### src/rtl/ptpg_pkg.sv
`timescale 1ns / 1ps
// ----------------------------------------------------------------------------
// Pedal torque plausibility gate: shared package
// Widths, register indexes and the structs that pass between the
// configuration bank, the shared divider and the sequencer.
// ----------------------------------------------------------------------------
package ptpg_pkg;

    // Field widths.
    localparam int CODE_W     = 12;
    localparam int PCT_W      = 7;
    localparam int CMD_W      = 15;
    localparam int TIME_W     = 32;
    localparam int TIMEOUT_W  = 16;
    localparam int FAULT_W    = 8;
    localparam int CFG_IDX_W  = 3;
    localparam int CFG_DATA_W = 16;

    // Shared divider: dividend is a code times one hundred, divisor a code span.
    localparam int DIVIDEND_W = 19;
    localparam int DIVISOR_W  = CODE_W;
    localparam int STEP_CNT_W = $clog2(DIVIDEND_W + 1);

    localparam logic [PCT_W-1:0]      PCT_FULL   = 7'd100;
    localparam logic [DIVIDEND_W-1:0] PCT_SCALE  = 19'd100;
    localparam int                    CMD_FRAC_W = 8;

    // Configuration register indexes.
    typedef enum logic [CFG_IDX_W-1:0] {
        CFG_ACCEL_DEADBAND  = 3'd0,
        CFG_ADC_FULL_SCALE  = 3'd1,
        CFG_BRAKE_ACTIVE    = 3'd2,
        CFG_TRIP_PCT        = 3'd3,
        CFG_CLEAR_PCT       = 3'd4,
        CFG_LINK_TIMEOUT    = 3'd5,
        CFG_MAX_RISE        = 3'd6,
        CFG_BRAKE_LIGHT     = 3'd7
    } cfg_idx_t;

    // Current configuration as seen by the datapath.
    typedef struct packed {
        logic [CODE_W-1:0]    accel_deadband;
        logic [CODE_W-1:0]    adc_full_scale;
        logic [PCT_W-1:0]     brake_active_pct;
        logic [PCT_W-1:0]     trip_pct;
        logic [PCT_W-1:0]     clear_pct;
        logic [TIMEOUT_W-1:0] link_timeout_ms;
        logic [CMD_W-1:0]     max_rise;
        logic [PCT_W-1:0]     brake_light_pct;
    } cfg_t;

    // Divider request and response.
    typedef struct packed {
        logic                  start;
        logic [DIVIDEND_W-1:0] dividend;
        logic [DIVISOR_W-1:0]  divisor;
    } div_req_t;

    typedef struct packed {
        logic                  done;
        logic [DIVIDEND_W-1:0] quotient;
    } div_rsp_t;

endpackage

### src/rtl/ptpg_cfg.sv
`timescale 1ns / 1ps
// ----------------------------------------------------------------------------
// Pedal torque plausibility gate: configuration bank
// Holds the eight configuration registers and takes one write per cycle.
// ----------------------------------------------------------------------------
module ptpg_cfg (
    input  logic                             aclk,
    input  logic                             aresetn,
    input  logic                             wr_en,
    input  logic [ptpg_pkg::CFG_IDX_W-1:0]   wr_index,
    input  logic [ptpg_pkg::CFG_DATA_W-1:0]  wr_data,
    output ptpg_pkg::cfg_t                   cfg
);

    ptpg_pkg::cfg_t cfg_reg;
    ptpg_pkg::cfg_t cfg_next;

    // Decode the register index and replace the selected field.
    always_comb begin
        cfg_next = cfg_reg;
        if (wr_en) begin
            case (ptpg_pkg::cfg_idx_t'(wr_index))
                ptpg_pkg::CFG_ACCEL_DEADBAND:
                    cfg_next.accel_deadband = wr_data[ptpg_pkg::CODE_W-1:0];
                ptpg_pkg::CFG_ADC_FULL_SCALE:
                    cfg_next.adc_full_scale = wr_data[ptpg_pkg::CODE_W-1:0];
                ptpg_pkg::CFG_BRAKE_ACTIVE:
                    cfg_next.brake_active_pct = wr_data[ptpg_pkg::PCT_W-1:0];
                ptpg_pkg::CFG_TRIP_PCT:
                    cfg_next.trip_pct = wr_data[ptpg_pkg::PCT_W-1:0];
                ptpg_pkg::CFG_CLEAR_PCT:
                    cfg_next.clear_pct = wr_data[ptpg_pkg::PCT_W-1:0];
                ptpg_pkg::CFG_LINK_TIMEOUT:
                    cfg_next.link_timeout_ms = wr_data[ptpg_pkg::TIMEOUT_W-1:0];
                ptpg_pkg::CFG_MAX_RISE:
                    cfg_next.max_rise = wr_data[ptpg_pkg::CMD_W-1:0];
                ptpg_pkg::CFG_BRAKE_LIGHT:
                    cfg_next.brake_light_pct = wr_data[ptpg_pkg::PCT_W-1:0];
                default: cfg_next = cfg_reg;
            endcase
        end
    end

    always_ff @(posedge aclk) begin
        if (!aresetn) begin
            cfg_reg.accel_deadband   <= 12'd100;
            cfg_reg.adc_full_scale   <= 12'd4095;
            cfg_reg.brake_active_pct <= 7'd10;
            cfg_reg.trip_pct         <= 7'd25;
            cfg_reg.clear_pct        <= 7'd5;
            cfg_reg.link_timeout_ms  <= 16'd100;
            cfg_reg.max_rise         <= 15'd256;
            cfg_reg.brake_light_pct  <= 7'd10;
        end else begin
            cfg_reg <= cfg_next;
        end
    end

    assign cfg = cfg_reg;

endmodule

### src/rtl/ptpg_div.sv
`timescale 1ns / 1ps
// ----------------------------------------------------------------------------
// Pedal torque plausibility gate: shared divider
// Restoring unsigned divider, one quotient bit per cycle.
// ----------------------------------------------------------------------------
module ptpg_div (
    input  logic               aclk,
    input  logic               aresetn,
    input  ptpg_pkg::div_req_t req,
    output ptpg_pkg::div_rsp_t rsp
);

    localparam int DVD_W = ptpg_pkg::DIVIDEND_W;
    localparam int DVS_W = ptpg_pkg::DIVISOR_W;
    localparam int CNT_W = ptpg_pkg::STEP_CNT_W;

    logic [DVD_W-1:0] quo_reg, quo_next;
    logic [DVS_W-1:0] rem_reg, rem_next;
    logic [DVS_W-1:0] dvs_reg, dvs_next;
    logic [CNT_W-1:0] cnt_reg, cnt_next;
    logic             busy_reg, busy_next;
    logic             done_reg, done_next;

    logic [DVS_W:0]   trial;
    logic [DVS_W+1:0] diff;

    // One restoring step: shift in the next dividend bit and try a subtract.
    always_comb begin
        trial     = {rem_reg, quo_reg[DVD_W-1]};
        diff      = {1'b0, trial} - {2'b00, dvs_reg};
        quo_next  = quo_reg;
        rem_next  = rem_reg;
        dvs_next  = dvs_reg;
        cnt_next  = cnt_reg;
        busy_next = busy_reg;
        done_next = 1'b0;
        if (req.start) begin
            quo_next  = req.dividend;
            rem_next  = '0;
            dvs_next  = req.divisor;
            cnt_next  = CNT_W'(DVD_W);
            busy_next = 1'b1;
        end else if (busy_reg) begin
            if (!diff[DVS_W+1]) begin
                rem_next = diff[DVS_W-1:0];
                quo_next = {quo_reg[DVD_W-2:0], 1'b1};
            end else begin
                rem_next = trial[DVS_W-1:0];
                quo_next = {quo_reg[DVD_W-2:0], 1'b0};
            end
            cnt_next = cnt_reg - 1'b1;
            if (cnt_reg == CNT_W'(1)) begin
                busy_next = 1'b0;
                done_next = 1'b1;
            end
        end
    end

    always_ff @(posedge aclk) begin
        if (!aresetn) begin
            busy_reg <= 1'b0;
            done_reg <= 1'b0;
            cnt_reg  <= '0;
        end else begin
            busy_reg <= busy_next;
            done_reg <= done_next;
            cnt_reg  <= cnt_next;
        end
        quo_reg <= quo_next;
        rem_reg <= rem_next;
        dvs_reg <= dvs_next;
    end

    assign rsp.done     = done_reg;
    assign rsp.quotient = quo_reg;

endmodule

### src/rtl/pedal_torque_plausibility_gate.sv
`timescale 1ns / 1ps
// ----------------------------------------------------------------------------
// Pedal torque plausibility gate: top level
// Maps pedal codes to percent, runs the plausibility latch, the inverter
// watchdog and the rising slew limit on the torque command.
// ----------------------------------------------------------------------------
// The shared divider produces one quotient bit per cycle and is run twice,
// once for the accelerator and once for the brake. Each run consists of a
// start state, 19 bit steps and a registered done flag. The ST_DONE state
// then forms the result. While a sample is in progress s_tready is low. It
// returns high together with m_tvalid, so a new sample is not accepted until
// the result of the last one has been formed. A finished result waits in the
// output register, and the next sample may be accepted while it waits. If a
// result is still waiting when the following one is ready, ST_DONE is held
// until the output register is free.
// Configuration writes are taken every cycle and must only be issued while the
// block is idle.
// ----------------------------------------------------------------------------
module pedal_torque_plausibility_gate (
    input  logic                            aclk,
    input  logic                            aresetn,
    // Input sample.
    input  logic                            s_tvalid,
    output logic                            s_tready,
    // accel_code[11:0], brake_code[23:12], now_ms[55:24], heard_ms[87:56],
    // fault_code[95:88]
    input  logic [95:0]                     s_tdata,
    // Result.
    output logic                            m_tvalid,
    input  logic                            m_tready,
    // pedal_pct[6:0], brake_pct[13:7], plaus_cut[14], link_stale[15],
    // inv_fault[16], torque_cmd[31:17], brake_on[32], zero fill[39:33]
    output logic [39:0]                     m_tdata,
    // Configuration writes.
    input  logic                            cfg_valid,
    output logic                            cfg_ready,
    input  logic [ptpg_pkg::CFG_IDX_W-1:0]  cfg_index,
    input  logic [ptpg_pkg::CFG_DATA_W-1:0] cfg_data
);

    localparam int CODE_W  = ptpg_pkg::CODE_W;
    localparam int PCT_W   = ptpg_pkg::PCT_W;
    localparam int CMD_W   = ptpg_pkg::CMD_W;
    localparam int TIME_W  = ptpg_pkg::TIME_W;
    localparam int FAULT_W = ptpg_pkg::FAULT_W;
    localparam int DVD_W   = ptpg_pkg::DIVIDEND_W;

    typedef enum logic [2:0] {
        ST_IDLE,
        ST_ACC_GO,
        ST_ACC_WAIT,
        ST_BRK_GO,
        ST_BRK_WAIT,
        ST_DONE
    } state_t;

    ptpg_pkg::cfg_t     cfg;
    ptpg_pkg::div_req_t div_req;
    ptpg_pkg::div_rsp_t div_rsp;

    // Sequencer, captured sample and results.
    state_t              state_reg, state_next;
    logic [CODE_W-1:0]   accel_reg, accel_next;
    logic [CODE_W-1:0]   brake_reg, brake_next;
    logic [TIME_W-1:0]   now_reg, now_next;
    logic [TIME_W-1:0]   heard_reg, heard_next;
    logic [FAULT_W-1:0]  fault_reg, fault_next;
    logic                pedal_zero_reg, pedal_zero_next;
    logic                stale_reg, stale_next;
    logic [PCT_W-1:0]    pedal_reg, pedal_next;
    logic                latch_reg, latch_next;
    logic [CMD_W-1:0]    prev_cmd_reg, prev_cmd_next;
    logic                m_tvalid_reg, m_tvalid_next;
    logic [39:0]         m_tdata_reg, m_tdata_next;

    logic                s_accept;
    logic                out_free;
    logic [CODE_W-1:0]   accel_span;
    logic [CODE_W-1:0]   accel_off;
    logic [TIME_W-1:0]   elapsed;
    logic [PCT_W-1:0]    quo_pct;
    logic [PCT_W-1:0]    brake_pct;
    logic                latch_upd;
    logic                cut;
    logic [CMD_W-1:0]    target;
    logic [CMD_W-1:0]    rise;
    logic [CMD_W-1:0]    cmd;

    ptpg_cfg u_cfg (
        .aclk     (aclk),
        .aresetn  (aresetn),
        .wr_en    (cfg_valid),
        .wr_index (cfg_index),
        .wr_data  (cfg_data),
        .cfg      (cfg)
    );

    ptpg_div u_div (
        .aclk    (aclk),
        .aresetn (aresetn),
        .req     (div_req),
        .rsp     (div_rsp)
    );

    assign cfg_ready = 1'b1;
    assign s_tready  = (state_reg == ST_IDLE);
    assign s_accept  = s_tvalid && s_tready;
    assign out_free  = !m_tvalid_reg || m_tready;

    // Accelerator span and offset above the deadband.
    assign accel_span = cfg.adc_full_scale - cfg.accel_deadband;
    assign accel_off  = accel_reg - cfg.accel_deadband;
    assign elapsed    = now_reg - heard_reg;

    // Quotient clamped to full scale.
    assign quo_pct = (div_rsp.quotient > DVD_W'(ptpg_pkg::PCT_FULL)) ?
                     ptpg_pkg::PCT_FULL : div_rsp.quotient[PCT_W-1:0];
    assign brake_pct = (cfg.adc_full_scale == '0) ? '0 : quo_pct;

    // Plausibility latch: clear below the clear level wins over a trip.
    always_comb begin
        latch_upd = latch_reg;
        if (brake_pct > cfg.brake_active_pct && pedal_reg > cfg.trip_pct) begin
            latch_upd = 1'b1;
        end
        if (pedal_reg < cfg.clear_pct) begin
            latch_upd = 1'b0;
        end
    end

    // Rising slew limit; falls pass through at once.
    assign cut    = latch_upd || stale_reg || (fault_reg != '0);
    assign target = cut ? '0 : {pedal_reg, {ptpg_pkg::CMD_FRAC_W{1'b0}}};
    assign rise   = target - prev_cmd_reg;
    assign cmd    = (target > prev_cmd_reg && rise > cfg.max_rise) ?
                    (prev_cmd_reg + cfg.max_rise) : target;

    // Sequencer next state and divider requests.
    always_comb begin
        state_next       = state_reg;
        accel_next       = accel_reg;
        brake_next       = brake_reg;
        now_next         = now_reg;
        heard_next       = heard_reg;
        fault_next       = fault_reg;
        pedal_zero_next  = pedal_zero_reg;
        stale_next       = stale_reg;
        pedal_next       = pedal_reg;
        latch_next       = latch_reg;
        prev_cmd_next    = prev_cmd_reg;
        m_tvalid_next    = m_tvalid_reg && !m_tready;
        m_tdata_next     = m_tdata_reg;
        div_req.start    = 1'b0;
        div_req.dividend = DVD_W'(accel_off) * ptpg_pkg::PCT_SCALE;
        div_req.divisor  = accel_span;
        case (state_reg)
            ST_IDLE: begin
                if (s_accept) begin
                    accel_next = s_tdata[11:0];
                    brake_next = s_tdata[23:12];
                    now_next   = s_tdata[55:24];
                    heard_next = s_tdata[87:56];
                    fault_next = s_tdata[95:88];
                    state_next = ST_ACC_GO;
                end
            end
            ST_ACC_GO: begin
                div_req.start   = 1'b1;
                pedal_zero_next = (accel_reg <= cfg.accel_deadband) ||
                                  (cfg.adc_full_scale <= cfg.accel_deadband);
                stale_next      = (heard_reg == '0) ||
                                  (elapsed > TIME_W'(cfg.link_timeout_ms));
                state_next      = ST_ACC_WAIT;
            end
            ST_ACC_WAIT: begin
                if (div_rsp.done) begin
                    pedal_next = pedal_zero_reg ? '0 : quo_pct;
                    state_next = ST_BRK_GO;
                end
            end
            ST_BRK_GO: begin
                div_req.start    = 1'b1;
                div_req.dividend = DVD_W'(brake_reg) * ptpg_pkg::PCT_SCALE;
                div_req.divisor  = cfg.adc_full_scale;
                state_next       = ST_BRK_WAIT;
            end
            ST_BRK_WAIT: begin
                if (div_rsp.done) begin
                    state_next = ST_DONE;
                end
            end
            ST_DONE: begin
                // The brake quotient stays in the divider until used here.
                if (out_free) begin
                    latch_next    = latch_upd;
                    prev_cmd_next = cmd;
                    m_tvalid_next = 1'b1;
                    m_tdata_next  = {7'd0,
                                     (brake_pct > cfg.brake_light_pct),
                                     cmd,
                                     (fault_reg != '0),
                                     stale_reg,
                                     latch_upd,
                                     brake_pct,
                                     pedal_reg};
                    state_next    = ST_IDLE;
                end
            end
            default: state_next = ST_IDLE;
        endcase
    end

    // State and registered outputs.
    always_ff @(posedge aclk) begin
        if (!aresetn) begin
            state_reg    <= ST_IDLE;
            latch_reg    <= 1'b0;
            prev_cmd_reg <= '0;
            m_tvalid_reg <= 1'b0;
        end else begin
            state_reg    <= state_next;
            latch_reg    <= latch_next;
            prev_cmd_reg <= prev_cmd_next;
            m_tvalid_reg <= m_tvalid_next;
        end
        accel_reg      <= accel_next;
        brake_reg      <= brake_next;
        now_reg        <= now_next;
        heard_reg      <= heard_next;
        fault_reg      <= fault_next;
        pedal_zero_reg <= pedal_zero_next;
        stale_reg      <= stale_next;
        pedal_reg      <= pedal_next;
        m_tdata_reg    <= m_tdata_next;
    end

    assign m_tvalid = m_tvalid_reg;
    assign m_tdata  = m_tdata_reg;

`ifndef ASSERT_OFF
    // A cut, stale link or fault forces the command to zero at once.
    a_cut_zero: assert property (@(posedge aclk) disable iff (!aresetn)
        (m_tvalid && (m_tdata[14] || m_tdata[15] || m_tdata[16]))
            |-> (m_tdata[31:17] == '0))
        else $error("torque command not zero while cut");

    // The command never exceeds full pedal.
    a_cmd_range: assert property (@(posedge aclk) disable iff (!aresetn)
        m_tvalid |-> (m_tdata[31:17] <= 15'd25600))
        else $error("torque command out of range");

    // Both percentages are clamped to full scale.
    a_pct_range: assert property (@(posedge aclk) disable iff (!aresetn)
        m_tvalid |-> (m_tdata[6:0] <= ptpg_pkg::PCT_FULL &&
                      m_tdata[13:7] <= ptpg_pkg::PCT_FULL))
        else $error("percentage out of range");

    // An accepted request keeps the block busy on the next cycle.
    a_busy_after_accept: assert property (@(posedge aclk) disable iff (!aresetn)
        (s_tvalid && s_tready) |=> !s_tready)
        else $error("ready stayed high after accept");
`endif

endmodule

### config.mk
export PLATFORM = sky130hd
export DESIGN_NAME = pedal_torque_plausibility_gate
export DESIGN_NICKNAME = d
export VERILOG_FILES = /design/src/rtl/ptpg_pkg.sv /design/src/rtl/ptpg_cfg.sv /design/src/rtl/ptpg_div.sv /design/src/rtl/pedal_torque_plausibility_gate.sv
export SDC_FILE = /design/constraint.sdc
export NUM_CORES = 1
export LEC_CHECK = 0
export BUFFER_PORTS_ARGS = -buffer_cell sky130_fd_sc_hd__buf_4
export CORE_MARGIN = 2
export CORE_UTILIZATION = 65
export CTS_CLUSTER_SIZE = 12
export DETAILED_ROUTE_END_ITERATION = 12
export GPL_TIMING_DRIVEN = 0
export PLACE_DENSITY = 0.88
export SLEW_MARGIN = 5
export SYNTH_ARGS = -nofsm -noshare
export SYNTH_HDL_FRONTEND = slang
export SYNTH_SLANG_ARGS = --single-unit
### constraint.sdc
create_clock -name aclk -period 12.3 [get_ports aclk]
set_input_delay 1.845 -clock aclk [delete_from_list [all_inputs] [get_ports aclk]]
set_output_delay 1.845 -clock aclk [all_outputs]
set_load 0.005 [all_outputs]
==> results of run 1 <==
cells in the mapped netlist, types with 13 or more instances:
library cell,number
nand2_1,262
ha_1,230
inv_1,220
edfxtp_1,169
dfxtp_1,122
a21oi_1,114
nor2_1,95
o21ai_0,92
a21boi_0,70
xnor2_1,60
nand3_1,52
clkbuf_1,39
a21o_1,36
xor2_1,36
nor3_1,31
and2_1,25
nand4_1,25
nor2b_1,25
o211ai_1,23
fa_1,19
nor4_1,19
mux2i_1,17
nand2b_1,15
o21bai_1,15
a31oi_1,13
final cells by class:
class / count / area [um^2]
clock buffer: 44 / 852
sequential: 291 / 7520
buffer: 68 / 312
inverter: 222 / 833
multi-input combinational: 1436 / 10300
fill: 1981 / 7140
timing repair buffer: 145 / 1110
tap: 384 / 480
clock inverter: 11 / 121
antenna: 2 / 5.00
path summary, 6_finish.rpt:
check	depth (start not counted)	endpoint	slack, ps	from
worst max-delay path	29	prev_cmd_reg[2]	4760	u_div.quo_reg[13]
worst min-delay path	2	u_cfg.cfg[42]	460	u_cfg.cfg[42]
worst max register to register	29	prev_cmd_reg[2]	4760	u_div.quo_reg[13]
worst min register to register	2	u_cfg.cfg[42]	460	u_cfg.cfg[42]
power breakdown:
group	switching (W)	internal, W
Combinational	0.000649	0.000474
Clock	0.000382	0.000522
Sequential	0.0000444	0.00111
kinds of logic after synthesis:
kind of cell               count (synthesis)
AOI/OAI and AO/OA                        454
xor gates and xnor gates                  96
adders and majority gates                249
buffers and inverters                    290
DFF                                      291
muxes                                     26
other                                      2
and+or+nand+nor                          603
worst max-delay path: cells and delay by family, from the launching register on:
| family | cells | cell delay [ps] |
|---|---|---|
| flops | 1 | 390 |
| xor+xnor | 1 | 90 |
| buf+inv | 1 | 250 |
| fa+ha+maj | 3 | 890 |
| compound gates | 14 | 3590 |
| simple gates | 10 | 2250 |
metal layers:
metal,vias to the layer above,share of wire,track usage
met5,-,0.00028,0
met4,2,0.038,0.114
met3,133,0.069,0.0431
met2,657,0.48,0.518
met1,7280,0.42,0.387
li1,7465,-,-
through the flow:
stage          utilization  instance area, um^2  power (W)
3_5_place_dp         0.716                20500    0.00227
6_report             0.751                21500    0.00319
2_1_floorplan            -                18900    0.00199
5_1_grt              0.751                21500    0.00336
4_1_cts              0.751                21500    0.00317
3_3_place_gp         0.715                20500    0.00222
==> flow_summary_export.csv, run 1 <==
group,metric,value,unit
timing,whs,464,ps
layout,final_common_cell,"nand2_1",
detailed_routing,antenna_left,0,
clock_tree,tritoncts,"yes",
floorplanning,die_h,174,um
timing,rsz0062_at_grt,"no",
detailed_routing,drc_errors,0,
floorplanning,start_util,0.660,
timing,fin_tns_setup,0,ps
clock_tree,ctsResizeCount,0,
pwr,ir_drop,0.000141,V
status,outcome,"complete, no violations",
detailed_routing,routed_wl,46.6,mm
logic_synthesis,synth_warnings,0,
logic_synthesis,ys_seq_elements,291,
grt,grt_pass1_vias,15200,
clock_tree,clock_latency,580,ps
floorplanning,core,28600,um^2
detailed_routing,dr.first_iter.drc_count,1397,
logic_synthesis,synthMuxAreaShare,0.0144,
layout,nNetsFinal,2564,
clock_tree,cts_hold_buf,0,
floorplanning,rows,62,
placement,place_congestion,0.888,
logic_synthesis,synth_compound_area_frac,0.158,
timing,layout_setup_ws,4760,ps
timing,relSlewSlack,0.415,
timing,fin_skew,12.2,ps
pwr,p_leak,9.32,nW
timing,finalHoldViolCount,0,
logic_synthesis,synth_top_family_by_area,"adder cells",
layout,syn2layout_area_growth,13.7,%
pwr,p_per_area,148,nW/um^2
setup_path,crit_arrival,8040,ps
logic_synthesis,syn_avg_cell_area,9.40,um^2
layout,drive_gt1_frac,0.111,
placement,port_buffers,144,
placement,place_inst,2546,
logic_synthesis,synth-simple-area-share,0.151,
logic_synthesis,synthAdderAreaFrac,0.172,
logic_synthesis,yosysUniqueCellTypes,76,
clock_tree,cts_setup_buffers,0,
setup_path,slowest_delay,860,ps
logic_synthesis,ys.flop_type,"edfxtp_1",
logic_synthesis,synth-edff-count,169,
logic_synthesis,synthCells,2011,
clock_tree,htree_levels,1,
clock_tree,numClockSinks,291,
clock_tree,clockRootBuffer,"clkbuf_16",
logic_synthesis,synthTopCellsByArea,"edfxtp_1 (27%), ha_1 (15%), dfxtp_1 (13%), nand2_1 (5.2%), inv_1 (4.4%)",
setup_path,cpMaxStageDelayCell,"a2111oi_4",
timing,slew_viol_final,0,
floorplanning,ios,163,
logic_synthesis,yosys.area_share.xor_xnor,0.0445,
setup_path,cp.required,12800,ps
clock_tree,cts_buffers,31,
floorplanning,die_w,174,um
placement,post-place-ws,4920,ps
detailed_routing,drt_first_pass_iters,6,
logic_synthesis,synth_area,18900,um^2
setup_path,crit_type,"reg2reg",
detailed_routing,wl_per_cell,17.9,um
timing,tightest_slew,878,ps
grt,grt_first_pass_wirelength,74.3,mm
clock_tree,clockBufferDepth,3,
grt,antenna_found_initial,3,
logic_synthesis,yosysTopAreaCellShare,0.269,
timing,layout_min_cycle_time,7540,ps
detailed_routing,routed-via-count,15500,
logic_synthesis,synth_top_cell_by_area,"edfxtp_1",
grt,grt-ovfl-total,0,
floorplanning,die_area,30400,um^2
timing,max_freq,0.133,GHz
setup_path,cp-start-kind,"register",
placement,dp_hpwl,36.4,mm
grt,grt_max_degree,68,
layout,largest_register_ffs,83,
layout,final_cell_mix,"nand2_1 (262), ha_1 (230), inv_1 (220)",
timing,finalCritPeriodShare,0.613,
setup_path,endpoint_kind,"register",
logic_synthesis,synth-async-reset-ratio,0,
run,maxCapViolations,0,
grt,grt_usage,0.301,
setup_path,critPathMaxFanout,10,
layout,stdcell_count,2603,
worst_hold_path,hp-class,"reg2reg",
clock_tree,clk_pin_slew,60,ps
logic_synthesis,synth-seq-area-share,0.398,
detailed_routing,via_per_inst,5.97,
timing,setup_viol,0,
Power figures use the tool's default switching activity.
==> run 2, diff against run 1 <==
--- a/config.mk
+++ b/config.mk
@@ -5,13 +5,14 @@
 export SDC_FILE = /design/constraint.sdc
 export NUM_CORES = 1
 export LEC_CHECK = 0
+export ABC_AREA = 1
 export BUFFER_PORTS_ARGS = -buffer_cell sky130_fd_sc_hd__buf_4
 export CORE_MARGIN = 2
-export CORE_UTILIZATION = 65
+export CORE_UTILIZATION = 61
 export CTS_CLUSTER_SIZE = 12
 export DETAILED_ROUTE_END_ITERATION = 12
 export GPL_TIMING_DRIVEN = 0
-export PLACE_DENSITY = 0.88
+export PLACE_DENSITY = 0.83
 export SLEW_MARGIN = 5
 export SYNTH_ARGS = -nofsm -noshare
 export SYNTH_HDL_FRONTEND = slang
==> constraint.sdc (replaced) <==
create_clock -name aclk -period 7.2 [get_ports aclk]
set_input_delay 1.08 -clock aclk [delete_from_list [all_inputs] [get_ports aclk]]
set_output_delay 1.08 -clock aclk [all_outputs]
set_load 0.005 [all_outputs]
==> run 2 against run 1 <==
  * Clock power rose by 72%
  * Sequential share of layout area fell by 1.1 points
  * Largest cell class unchanged
  * Global-route usage fell by 1.4 points
==> flow_summary_export.csv, run 2 <==
group,metric,value,unit
detailed_routing,routed-via-count,16900,
placement,place_inst,2992,
detailed_routing,antenna_left,0,
floorplanning,ios,163,
grt,antenna_found_initial,0,
grt,grt_pass1_vias,16000,
setup_path,worst-path-buf-inv,5,
logic_synthesis,synthAdderAreaFrac,0.167,
run,maxCapViolations,0,
grt,grt_usage,0.287,
pwr,power,0.00898,W
grt,grt-ovfl-total,0,
pwr,p_per_area,405,nW/um^2
setup_path,crit_type,"reg2reg",
worst_hold_path,hp-class,"reg2reg",
logic_synthesis,synth-seq-area-share,0.386,
logic_synthesis,synthMostInstantiatedCell,"nand2_1",
logic_synthesis,synth_compound_area_frac,0.108,
layout,nNetsFinal,2992,
floorplanning,die_area,33400,um^2
setup_path,crit_arrival,6570,ps
clock_tree,tritoncts,"yes",
logic_synthesis,synth_top_cell_by_area,"edfxtp_1",
clock_tree,clock_latency,560,ps
logic_synthesis,synth_warnings,0,
logic_synthesis,ys.flop_type,"edfxtp_1",
floorplanning,start_util,0.619,
clock_tree,clockBufferDepth,3,
pwr,ir_drop,0.000398,V
logic_synthesis,synthCells,2430,
detailed_routing,top_layer,"met4",
timing,finalHoldViolCount,0,
floorplanning,die_w,183,um
timing,rsz0062_at_grt,"no",
setup_path,endpoint_kind,"register",
layout,final_core_util,0.705,
detailed_routing,route.met2.wl,21.9,mm
logic_synthesis,synth_top_cells_by_count,"nand2_1 (578), inv_1 (419), ha_1 (230)",
detailed_routing,via_per_inst,5.53,
clock_tree,clk_pin_slew,60,ps
clock_tree,numClockSinks,291,
floorplanning,core,31500,um^2
timing,relSlewSlack,0.384,
timing,setup_viol,0,
setup_path,cpMaxStageDelayCell,"edfxtp_1",
logic_synthesis,ys_seq_elements,291,
logic_synthesis,synthMuxAreaShare,0,
clock_tree,cts_setup_buffers,0,
logic_synthesis,synthTopCellsByArea,"edfxtp_1 (26%), ha_1 (15%), dfxtp_1 (13%), nand2_1 (11%), inv_1 (8.1%)",
layout,final_common_cell,"nand2_1",
detailed_routing,drc_errors,0,
setup_path,rrSetupSlack,930,ps
timing,tightest_slew,925,ps
logic_synthesis,syn_avg_cell_area,8.01,um^2
logic_synthesis,yosysUniqueCellTypes,51,
logic_synthesis,synth-simple-area-share,0.210,
logic_synthesis,yosys.area_share.xor_xnor,0.0346,
timing,fin_skew,11.0,ps
logic_synthesis,synth_top_family_by_area,"simple AND/OR/NAND/NOR gates",
floorplanning,die_h,183,um
setup_path,worst_path_most_repeated_cell,"nand2_1",
setup_path,cp-start-kind,"register",
placement,port_buffers,152,
setup_path,crit_family,"simple AND/OR/NAND/NOR gates",
logic_synthesis,synth-async-reset-ratio,0,
logic_synthesis,synth-edff-count,169,
layout,final_cell_mix,"nand2_1 (578), inv_1 (419), ha_1 (230)",
layout,stdcell_count,3049,
timing,fin_tns_setup,0,ps
detailed_routing,drt-met1-wl,20.9,mm
detailed_routing,drt_first_pass_iters,7,
logic_synthesis,yosysTopAreaCellShare,0.261,
detailed_routing,wl_per_cell,15.9,um
detailed_routing,wl_met3,3.85,mm
grt,grt_first_pass_wirelength,77.1,mm
status,outcome,"complete, no violations",
timing,slew_viol_final,0,
layout,antenna_cells,0,
timing,max_freq,0.160,GHz
timing,finalCritPeriodShare,0.871,
placement,postPlaceCellArea,21200,um^2
clock_tree,htree_levels,1,
layout,syn2layout_area_growth,13.9,%
clock_tree,cts_buffers,31,
detailed_routing,dr.first_iter.drc_count,1471,
placement,place_congestion,0.912,
timing,layout_min_cycle_time,6270,ps
layout,drive_gt1_frac,0.0994,
grt,grt_max_degree,43,
floorplanning,rows,65,
clock_tree,clockRootBuffer,"clkbuf_16",
layout,largest_register_ffs,83,
clock_tree,cts_hold_buf,0,
placement,dp_hpwl,38.3,mm
setup_path,critPathMaxFanout,10,
pwr,p_leak,10.8,nW
detailed_routing,routed_wl,48.4,mm
clock_tree,ctsResizeCount,0,
setup_path,cp.required,7500,ps
layout,design_area,22200,um^2
logic_synthesis,synth_area,19500,um^2
setup_path,slowest_delay,410,ps
[run 2: worst register-to-register path, delay by kind of cell, from the launching register on]
family / cells / cell delay [ps]
AND/OR/NAND/NOR: 32 / 4140
adder cells (fa/ha/maj): 3 / 820
buffers and inverters: 5 / 500
flip-flops: 1 / 410
XOR/XNOR: 1 / 140
[run 2: worst paths after layout]
check / from / endpoint / depth (start not counted)
hold reg to reg: u_cfg.cfg[57] / u_cfg.cfg[57] / 2
setup / recovery: u_div.quo_reg[18] / m_tdata[26] / 41
hold / removal: u_cfg.cfg[57] / u_cfg.cfg[57] / 2
setup reg to reg: u_div.quo_reg[18] / m_tdata[26] / 41
[run 2: per-layer routing]
metal,GRT usage,up-vias
li1,-,8365
met1,0.389,7715
met2,0.472,664
met3,0.0427,130
met4,0.0987,0
met5,0,-
[run 2: final cells by class]
| cell class | instances | area [um^2] |
|---|---|---|
| plain buffers | 44 | 234 |
| fillers | 2472 | 9290 |
| multi-input cells | 1677 | 10200 |
| well taps | 402 | 503 |
| repair buffers | 154 | 1180 |
| inverters | 424 | 1590 |
| clock buffers | 50 | 931 |
| flip-flops and latches | 291 | 7520 |
| clock inverters | 7 | 60.1 |
[run 2: cells by family after synthesis]
group | Yosys count
buf+inv | 468
other cells | 2
flops | 291
fa+ha+maj | 249
simple gates | 958
xor+xnor | 77
compound gates | 385
[run 2: per-stage QoR]
step	hold slack, ps	setup WS (ps)
2_1_floorplan	429	1550
3_3_place_gp	443	3.12
3_5_place_dp	453	1040
4_1_cts	462	1010
5_1_grt	486	410
6_report	463	931
[run 2: power breakdown]
| group | switching (W) | total (W) | internal, W | leakage (nW) |
|---|---|---|---|---|
| logic | 0.00314 | 0.00507 | 0.00193 | 7.77 |
| registers | 0.000178 | 0.00236 | 0.00218 | 2.56 |
| clock network | 0.000642 | 0.00156 | 0.000914 | 0.490 |
